===== src/i2c_master_bit_engine_assert.svh =====
// Assertion helpers shared by the bit engine modules.
// Both expect clk and rst (synchronous, active high) in scope.
`ifndef I2C_MASTER_BIT_ENGINE_ASSERT_SVH
`define I2C_MASTER_BIT_ENGINE_ASSERT_SVH

// same-cycle implication
`define I2CM_ASSERT_IMP(lbl, ante, cons, msg) \
  lbl: assert property (@(posedge clk) disable iff (rst) (ante) |-> (cons)) \
    else $error(msg);

// next-cycle implication
`define I2CM_ASSERT_NXT(lbl, ante, cons, msg) \
  lbl: assert property (@(posedge clk) disable iff (rst) (ante) |=> (cons)) \
    else $error(msg);

`endif


===== src/i2cm_pkg.sv =====
`default_nettype none

package i2cm_pkg;

  // command codes
  localparam logic [2:0] FUNC_NONE  = 3'd0;
  localparam logic [2:0] FUNC_START = 3'd1;
  localparam logic [2:0] FUNC_STOP  = 3'd2;
  localparam logic [2:0] FUNC_WRITE = 3'd3;
  localparam logic [2:0] FUNC_WACK  = 3'd4;
  localparam logic [2:0] FUNC_READ  = 3'd5;

  // configuration register indexes
  localparam logic REG_UNIT_TICKS  = 1'b0;
  localparam logic REG_ACK_TIMEOUT = 1'b1;

  localparam logic [15:0] UNIT_TICKS_RST  = 16'd10;
  localparam logic [7:0]  ACK_TIMEOUT_RST = 8'd250;

  typedef struct packed {
    logic [2:0] func;
    logic [7:0] tx_byte;
    logic       send_ack;
    logic       sda_in;
  } cmd_t;

  typedef struct packed {
    logic       scl_level;
    logic       sda_level;
    logic       sda_enable;
    logic       busy_res;
    logic       done_res;
    logic [7:0] rx_byte;
    logic       ack_missing;
  } res_t;

  typedef struct packed {
    logic [15:0] unit_ticks;
    logic [7:0]  ack_timeout;
  } cfg_t;

endpackage

`default_nettype wire


===== src/i2c_master_bit_engine.sv =====
// A result word is registered into res, or parked in the skid word while res is stalled.
// Throughput: one command word per cycle while cmd_stall is low; a two-deep output buffer keeps cmd_stall
// low for one extra word while res is stalled.
// Reset (rst, synchronous): bus state idle with SCL and SDA high and driven,
// unit_ticks 10, ack_timeout 250, output buffer empty.
`default_nettype none

`include "i2c_master_bit_engine_assert.svh"

module i2c_master_bit_engine
  import i2cm_pkg::*;
(
  input  wire logic        clk,
  input  wire logic        rst,
  input  wire logic        cmd_valid,
  output logic             cmd_stall,
  input  wire cmd_t        cmd,
  output logic             res_valid,
  input  wire logic        res_stall,
  output res_t             res,
  input  wire logic        cfg_valid,
  output logic             cfg_ready,
  input  wire logic        cfg_index,
  input  wire logic [15:0] cfg_data
);

  cfg_t cfg;
  res_t step_res;
  res_t skid;
  logic skid_valid;
  logic accept;
  logic take;

  assign cfg_ready = 1'b1;
  assign cmd_stall = skid_valid;
  assign accept    = cmd_valid && !skid_valid;
  assign take      = res_valid && !res_stall;

  always_ff @(posedge clk) begin
    if (rst) begin
      cfg.unit_ticks  <= UNIT_TICKS_RST;
      cfg.ack_timeout <= ACK_TIMEOUT_RST;
    end else if (cfg_valid && cfg_ready) begin
      case (cfg_index)
        REG_UNIT_TICKS:  cfg.unit_ticks  <= cfg_data;
        REG_ACK_TIMEOUT: cfg.ack_timeout <= cfg_data[7:0];
        default: ;
      endcase
    end
  end

  i2cm_core u_core (
    .clk  (clk),
    .rst  (rst),
    .cfg  (cfg),
    .step (accept),
    .cmd  (cmd),
    .res  (step_res)
  );

  // output register plus skid word
  always_ff @(posedge clk) begin
    if (rst) begin
      res_valid  <= 1'b0;
      skid_valid <= 1'b0;
    end else if (take || !res_valid) begin
      if (skid_valid) begin
        res        <= skid;
        skid_valid <= 1'b0;
      end else begin
        res_valid <= accept;
        if (accept) begin
          res <= step_res;
        end
      end
    end else if (accept) begin
      skid       <= step_res;
      skid_valid <= 1'b1;
    end
  end

  `I2CM_ASSERT_IMP(a_skid_behind_out, skid_valid, res_valid,
                   "skid word held with output register empty")
  `I2CM_ASSERT_NXT(a_skid_fill, res_valid && res_stall && accept, skid_valid,
                   "word taken while output stalled was not parked")
  `I2CM_ASSERT_IMP(a_done_not_busy, res_valid && res.done_res, !res.busy_res,
                   "done pulse while still busy")

endmodule

`default_nettype wire


===== src/i2cm_core.sv =====
`default_nettype none

`include "i2c_master_bit_engine_assert.svh"

module i2cm_core
  import i2cm_pkg::*;
(
  input  wire logic clk,
  input  wire logic rst,
  input  wire cfg_t cfg,
  input  wire logic step,
  input  wire cmd_t cmd,
  output res_t      res
);

  localparam logic [3:0] PH_IDLE     = 4'd0;
  localparam logic [3:0] PH_START_A  = 4'd1;
  localparam logic [3:0] PH_START_B  = 4'd2;
  localparam logic [3:0] PH_STOP_A   = 4'd3;
  localparam logic [3:0] PH_STOP_B   = 4'd4;
  localparam logic [3:0] PH_WR_SETUP = 4'd5;
  localparam logic [3:0] PH_WR_HIGH  = 4'd6;
  localparam logic [3:0] PH_WR_LOW   = 4'd7;
  localparam logic [3:0] PH_ACK_SET  = 4'd8;
  localparam logic [3:0] PH_POLL     = 4'd9;
  localparam logic [3:0] PH_RD_LOW   = 4'd10;
  localparam logic [3:0] PH_RD_HIGH  = 4'd11;
  localparam logic [3:0] PH_AK_LOW   = 4'd12;
  localparam logic [3:0] PH_AK_HIGH  = 4'd13;

  logic [3:0]  phase, phase_next;
  logic [3:0]  bit_count, bit_count_next;
  logic [15:0] wait_count, wait_count_next;
  logic [2:0]  unit_left, unit_left_next;
  logic [7:0]  shift_reg, shift_reg_next;
  logic [7:0]  poll_count, poll_count_next;
  logic        scl_reg, scl_reg_next;
  logic        sda_reg, sda_reg_next;
  logic        drive_reg, drive_reg_next;
  logic        ack_fail_reg, ack_fail_reg_next;
  logic [7:0]  rx_hold, rx_hold_next;
  logic        ack_choice, ack_choice_next;
  logic        done;

  logic [15:0] limit;
  logic [16:0] wait_inc;
  logic        roll;
  logic [2:0]  unit_dec;
  logic        expired;
  logic [8:0]  poll_inc;
  logic [3:0]  bit_inc;

  // delay timer: a unit ends when the tick count reaches unit_ticks (zero acts as one)
  assign limit    = (cfg.unit_ticks == 16'd0) ? 16'd1 : cfg.unit_ticks;
  assign wait_inc = {1'b0, wait_count} + 17'd1;
  assign roll     = wait_inc >= {1'b0, limit};
  assign unit_dec = (unit_left != 3'd0) ? unit_left - 3'd1 : 3'd0;
  assign expired  = roll && (unit_dec == 3'd0);
  assign poll_inc = {1'b0, poll_count} + 9'd1;
  assign bit_inc  = bit_count + 4'd1;

  always_comb begin
    phase_next        = phase;
    bit_count_next    = bit_count;
    wait_count_next   = wait_count;
    unit_left_next    = unit_left;
    shift_reg_next    = shift_reg;
    poll_count_next   = poll_count;
    scl_reg_next      = scl_reg;
    sda_reg_next      = sda_reg;
    drive_reg_next    = drive_reg;
    ack_fail_reg_next = ack_fail_reg;
    rx_hold_next      = rx_hold;
    ack_choice_next   = ack_choice;
    done              = 1'b0;

    if (phase == PH_IDLE) begin
      case (cmd.func)
        FUNC_START: begin
          drive_reg_next  = 1'b1;
          sda_reg_next    = 1'b1;
          scl_reg_next    = 1'b1;
          unit_left_next  = 3'd4;
          wait_count_next = '0;
          phase_next      = PH_START_A;
        end
        FUNC_STOP: begin
          drive_reg_next  = 1'b1;
          scl_reg_next    = 1'b0;
          sda_reg_next    = 1'b0;
          unit_left_next  = 3'd4;
          wait_count_next = '0;
          phase_next      = PH_STOP_A;
        end
        FUNC_WRITE: begin
          drive_reg_next  = 1'b1;
          scl_reg_next    = 1'b0;
          sda_reg_next    = cmd.tx_byte[7];
          shift_reg_next  = {cmd.tx_byte[6:0], 1'b0};
          bit_count_next  = '0;
          unit_left_next  = 3'd2;
          wait_count_next = '0;
          phase_next      = PH_WR_SETUP;
        end
        FUNC_WACK: begin
          ack_fail_reg_next = 1'b0;
          drive_reg_next    = 1'b0;
          sda_reg_next      = 1'b1;
          scl_reg_next      = 1'b1;
          unit_left_next    = 3'd2;
          wait_count_next   = '0;
          phase_next        = PH_ACK_SET;
        end
        FUNC_READ: begin
          drive_reg_next  = 1'b0;
          sda_reg_next    = 1'b1;
          scl_reg_next    = 1'b0;
          bit_count_next  = '0;
          shift_reg_next  = '0;
          ack_choice_next = cmd.send_ack;
          unit_left_next  = 3'd2;
          wait_count_next = '0;
          phase_next      = PH_RD_LOW;
        end
        default: ;
      endcase
    end else if (phase == PH_POLL) begin
      if (!cmd.sda_in) begin
        scl_reg_next = 1'b0;
        phase_next   = PH_IDLE;
        done         = 1'b1;
      end else if (poll_inc > {1'b0, cfg.ack_timeout}) begin
        // no acknowledge in time: flag it and run a stop condition
        ack_fail_reg_next = 1'b1;
        poll_count_next   = '0;
        drive_reg_next    = 1'b1;
        scl_reg_next      = 1'b0;
        sda_reg_next      = 1'b0;
        unit_left_next    = 3'd4;
        wait_count_next   = '0;
        phase_next        = PH_STOP_A;
      end else begin
        poll_count_next = poll_inc[7:0];
      end
    end else if (phase > PH_AK_HIGH) begin
      phase_next = PH_IDLE;
    end else begin
      if (roll) begin
        wait_count_next = '0;
        unit_left_next  = unit_dec;
      end else begin
        wait_count_next = wait_inc[15:0];
      end
      if (expired) begin
        case (phase)
          PH_START_A: begin
            sda_reg_next    = 1'b0;
            unit_left_next  = 3'd4;
            wait_count_next = '0;
            phase_next      = PH_START_B;
          end
          PH_START_B: begin
            scl_reg_next = 1'b0;
            phase_next   = PH_IDLE;
            done         = 1'b1;
          end
          PH_STOP_A: begin
            scl_reg_next    = 1'b1;
            unit_left_next  = 3'd4;
            wait_count_next = '0;
            phase_next      = PH_STOP_B;
          end
          PH_STOP_B: begin
            sda_reg_next = 1'b1;
            phase_next   = PH_IDLE;
            done         = 1'b1;
          end
          PH_WR_SETUP: begin
            scl_reg_next    = 1'b1;
            unit_left_next  = 3'd2;
            wait_count_next = '0;
            phase_next      = PH_WR_HIGH;
          end
          PH_WR_HIGH: begin
            scl_reg_next    = 1'b0;
            unit_left_next  = 3'd2;
            wait_count_next = '0;
            phase_next      = PH_WR_LOW;
          end
          PH_WR_LOW: begin
            bit_count_next = bit_inc;
            if (bit_inc >= 4'd8) begin
              phase_next = PH_IDLE;
              done       = 1'b1;
            end else begin
              sda_reg_next    = shift_reg[7];
              shift_reg_next  = {shift_reg[6:0], 1'b0};
              unit_left_next  = 3'd2;
              wait_count_next = '0;
              phase_next      = PH_WR_SETUP;
            end
          end
          PH_ACK_SET: begin
            poll_count_next = '0;
            phase_next      = PH_POLL;
          end
          PH_RD_LOW: begin
            // sample SDA on the tick SCL rises
            scl_reg_next    = 1'b1;
            shift_reg_next  = {shift_reg[6:0], cmd.sda_in};
            bit_count_next  = bit_inc;
            unit_left_next  = 3'd1;
            wait_count_next = '0;
            phase_next      = PH_RD_HIGH;
          end
          PH_RD_HIGH: begin
            scl_reg_next    = 1'b0;
            unit_left_next  = 3'd2;
            wait_count_next = '0;
            if (bit_count >= 4'd8) begin
              rx_hold_next   = shift_reg;
              drive_reg_next = 1'b1;
              sda_reg_next   = !ack_choice;
              phase_next     = PH_AK_LOW;
            end else begin
              phase_next = PH_RD_LOW;
            end
          end
          PH_AK_LOW: begin
            scl_reg_next    = 1'b1;
            unit_left_next  = 3'd2;
            wait_count_next = '0;
            phase_next      = PH_AK_HIGH;
          end
          PH_AK_HIGH: begin
            scl_reg_next = 1'b0;
            phase_next   = PH_IDLE;
            done         = 1'b1;
          end
          default: phase_next = PH_IDLE;
        endcase
      end
    end
  end

  always_ff @(posedge clk) begin
    if (rst) begin
      phase        <= PH_IDLE;
      bit_count    <= '0;
      wait_count   <= '0;
      unit_left    <= '0;
      shift_reg    <= '0;
      poll_count   <= '0;
      scl_reg      <= 1'b1;
      sda_reg      <= 1'b1;
      drive_reg    <= 1'b1;
      ack_fail_reg <= 1'b0;
      rx_hold      <= '0;
      ack_choice   <= 1'b0;
    end else if (step) begin
      phase        <= phase_next;
      bit_count    <= bit_count_next;
      wait_count   <= wait_count_next;
      unit_left    <= unit_left_next;
      shift_reg    <= shift_reg_next;
      poll_count   <= poll_count_next;
      scl_reg      <= scl_reg_next;
      sda_reg      <= sda_reg_next;
      drive_reg    <= drive_reg_next;
      ack_fail_reg <= ack_fail_reg_next;
      rx_hold      <= rx_hold_next;
      ack_choice   <= ack_choice_next;
    end
  end

  always_comb begin
    res.scl_level   = scl_reg_next;
    res.sda_level   = sda_reg_next;
    res.sda_enable  = drive_reg_next;
    res.busy_res    = phase_next != PH_IDLE;
    res.done_res    = done;
    res.rx_byte     = rx_hold_next;
    res.ack_missing = ack_fail_reg_next;
  end

  `I2CM_ASSERT_IMP(a_poll_released, phase == PH_POLL, !drive_reg && scl_reg,
                   "SDA driven or SCL low while polling for ack")
  `I2CM_ASSERT_IMP(a_delay_loaded,
                   phase != PH_IDLE && phase != PH_POLL && phase <= PH_AK_HIGH,
                   unit_left != 3'd0, "timed phase with no delay units left")
  `I2CM_ASSERT_IMP(a_bit_range, 1'b1, bit_count <= 4'd8, "bit count beyond a byte")

endmodule

`default_nettype wire

===== config.mk =====
export PLATFORM = sky130hd
export DESIGN_NAME = i2c_master_bit_engine
export DESIGN_NICKNAME = d
export VERILOG_FILES = /design/src/i2cm_pkg.sv /design/src/i2c_master_bit_engine.sv /design/src/i2cm_core.sv
export VERILOG_INCLUDE_DIRS = /design/src /design/src/src
export SDC_FILE = /design/constraint.sdc
export NUM_CORES = 1
export LEC_CHECK = 0
export BUFFER_PORTS_ARGS = -buffer_cell sky130_fd_sc_hd__buf_2
export CORE_ASPECT_RATIO = 0.75
export CORE_MARGIN = 1
export CORE_UTILIZATION = 48
export CTS_BUF_LIST = sky130_fd_sc_hd__clkbuf_16
export CTS_CLUSTER_SIZE = 28
export DETAILED_ROUTE_END_ITERATION = 16
export PLACE_DENSITY = 0.76
export REMOVE_ABC_BUFFERS = 1
export SLEW_MARGIN = 30
export SYNTH_ARGS = -nofsm -noshare
export SYNTH_HDL_FRONTEND = slang
export SYNTH_SLANG_ARGS = --single-unit

===== constraint.sdc =====
create_clock -name clk -period 3.5 [get_ports clk]
set_input_delay 0.175 -clock clk [delete_from_list [all_inputs] [get_ports clk]]
set_output_delay 0.175 -clock clk [all_outputs]
set_load 0.02 [all_outputs]

==> summary.txt <==
Power
  • Tot Pwr: slightly above 0.003 W
  • Power Density: ~400 nW/um^2
  • Psw: 0.000896 W
  • Leakage power: 3.18 nW
  • Sequential share of power: 46.4%
  • Internal power: 0.00216 W
  • Switching share of power: between 20% and 30%
  • Peak supply drop: between 0.0002 and 0.0003 V
  • Clock share of power: a little over a third
  • Comb pwr share: a little under a fifth

Finish
  • Finished Cell Area: about 7700 um^2
  • Largest Register: cfg
  • Share of layout cells above drive strength 1: 24.5%
  • Area of the multi-input gates: 3790 um^2
  • Max reg flops: 24
  • Nets: around 900
  • Area grow syn2layout: 19.2%
  • Util after Layout: 58.8%
  • Ant diodes: 0
  • Regs by FF count: cfg (24), u_core.wait_count (16)
  • Fill count: 1127
  • Register area: between 2000 and 2500 um^2

Placement
  • Area after DPL: just over 7000 um^2
  • I/O Buffers: 50
  • Gpl congestion: ~0.92
  • Pre-CTS setup slack: -0.108 ns
  • Final HPWL DP: 11400 um

Timing
  • RSZ-0062 raised after global routing: true
  • Slew headroom: 40.4%
  • Worst-Margin Slew: just under 0.9 ns
  • Worst Slack Setup Final: -0.0279 ns
  • Final Max Slew Viols: 0
  • Setup violations, final: 8
  • Worst hold margin: 0.0464 ns
  • Layout Skew: between 0.01 and 0.015 ns
  • Final min period: roughly 3.5 ns
  • Endpoints failing hold: 0
  • Fmax: around 280 MHz
  • Period utilization: 101%

Route
  • Drt pass-1 iters: 5
  • Drt drc: 0
  • Initial DRC count: 542
  • Routed length per instance: about 17 um
  • Post-DRT Antenna Nets: 0
  • Drt total wl: 16700 um
  • Via count: ~5.9k
  • Vias/cell: about 6

Floorplanning
  • Die area: about 14000 um^2
  • # rows: 36
  • Core area: between 10000 and 15000 um^2
  • Die Ht: 102 um
  • # IOs: 52
  • Initial core utilization: between 40 and 50%
  • Die width: about 140 um

Worst setup path
  • CP Launch Point: u_core.wait_count[1]
  • Worst EP required: 3.61 ns
  • Crit. End Element: flip-flop
  • Critical setup path kind: flip-flop to flip-flop
  • Worst-path fanout max: 7
  • Worst Setup Start Kind: flip-flop
  • R2r startpoint: u_core.wait_count[1]
  • Worst Path Arrival: around 3.6 ns

Synthesis
  • Dominant cell by count in the synthesized netlist: nand2_1
  • Compound-Gate Fraction of Synth Area: between 20% and 30%
  • Syn Area/Cell: 8.78 um^2
  • Primary FF master, synth: dfxtp_1
  • Top post-synthesis cells by area: dfxtp_1 25%, edfxtp_1 13%, ha_1 5.4%
  • Register area share after synthesis: about two fifths
  • Area leader, netlist: dfxtp_1
  • Syn Std Cell Area: between 6000 and 7000 um^2
  • Post-Syn Instances: roughly 730
  • Synth Area in Adders: approximately 5.6%
  • Ys Warns: 0
  • Mux contribution to synthesized area: between 4 and 5%
  • Synth top cells by count: 87 x nand2_1, 82 x dfxtp_1, 67 x a21oi_1, 50 x nor2_1, 40 x inv_1
  • Area share of and/or/nand/nor cells after synthesis: between 10% and 20%
  • Yosys top cell area share: about a quarter
  • Post-Synth XOR/XNOR Area: under 10%
  • Ys async rst share: 0%
  • Synth unique cells: between 70 and 80
  • Main combinational cell family by area after synthesis: compound AO/OA/AOI/OAI gates
  • Post-synth EDFFs: 28
  • FF+latch count, synth: 110

Outcome
  • Failing checks: negative setup slack
  • Status: finished, violations left

Global route
  • Initial antenna violation count: 0
  • Gr ovfl total: 0
  • Vias in the first global route: 5384
  • Global-route wire length before repair: 26500 um
  • Pin count of the biggest net entering global routing: 40
  • GRT Overall Usage: approximately 24%

Clocking
  • Root Buffer: clkbuf_16
  • Hold Buf Count CTS: 0
  • H-tree levels: 3
  • CTS Buf Count: 9
  • Skew-Pair Late Insertion Delay: roughly 0.36 ns
  • Clk slew on worst S/H paths: ~0.070 ns
  • CTS tree: built
  • Max Root-Sink Buffers: 2
  • Sink Count: 110

Hold path
  • Class of the worst hold path: input port to flip-flop
  • Worst hold start: cfg_data[10]

Run
  • Max_cap viols: 0
## worst paths after layout
path                            endpoint  cells past startpoint  slack (ns)
worst max register to register    res[7]                     13       -0.03
worst max-delay path              res[7]                     13       -0.03
worst min-delay path             cfg[18]                      3        0.05
worst min register to register    cfg[8]                      2        0.46
## area by class of cell
cell class	count	area share, %
Clock buffer	9	2.93
Multi-Input combinational cell	538	49.3
Inverter	40	1.95
Clock inverter	7	1.04
Timing Repair Buffer	113	9.51
Tap cell	171	2.78
Sequential cell	110	32.5
## cells in the final DEF, fill, tap and decap left out, types with 5 or more instances in the layout
master	n
buf_2	50
a21oi_1	66
nor2b_1	6
mux2_4	16
dfxtp_1	77
nand3_2	5
buf_4	61
inv_1	40
nand4_1	11
nor2_1	47
edfxtp_1	28
clkbuf_16	9
a31oi_1	7
o21ai_1	5
nand3_1	29
a311oi_1	14
o21ai_0	23
o21a_1	5
a211oi_1	8
or2_2	9
xor2_1	11
o211a_1	9
or3_1	7
xnor2_1	14
o211ai_1	7
nor3_1	11
ha_1	27
nand2_1	86
a22oi_1	17
## timing repair
item	4_1_cts	5_1_grt
setup buffers	3	13
gates resized for setup	9	32
cloned	0	1
setup endpoints to repair	20	49
pin swaps	3	20
## stage by stage
step,TNS (ns),std cells
2_1_floorplan,-0.826,687
3_3_place_gp,0,955
3_5_place_dp,-0.646,955
4_1_cts,0,974
5_1_grt,-2.34,988
6_report,-0.120,988
## per-layer routing
metal	GRT usage, %	part of all wire (%)	up-vias	wire (um)
met5	0	0	-	0
met4	8.21	1.6	0	261
met3	4.81	7.0	21	1170
met2	36.1	44	211	7300
met1	34.5	48	2801	7920
li1	-	-	2843	-
## logic make-up (layout without fill, tap and decap cells)
logic type,Yosys count,in the layout
simple gates,246,246
buf+inv,87,169
compound gates,212,213
xor+xnor,27,27
mux,22,22
fa+ha+maj,29,29
other cells,1,1
flops,110,110
## critical path, stage by stage, from the launching register on
cell and delay, ns:
dfxtp_4 0.38, ha_4 0.15, nand3_4 0.10, nor3_4 0.28, nand4_1 0.20, xnor2_2 0.20
ha_1 0.33, nand3_2 0.12, buf_4 0.17, a2bb2oi_2 0.18, a31oi_4 0.32, nand3_4 0.22
mux2_4 0.37, mux2_4 0.26
## power groups by stage
stage                     registers, W  clock network, W  logic (W)
after CTS                      0.00141           0.00108   0.000518
after global placement         0.00144                 0   0.000501
final                          0.00141           0.00106   0.000573
after floorplan                0.00145                 0   0.000310
after global routing           0.00142           0.00112   0.000625
after detailed placement       0.00144                 0   0.000506
Note: power is estimated with default switching activity, not from simulation.
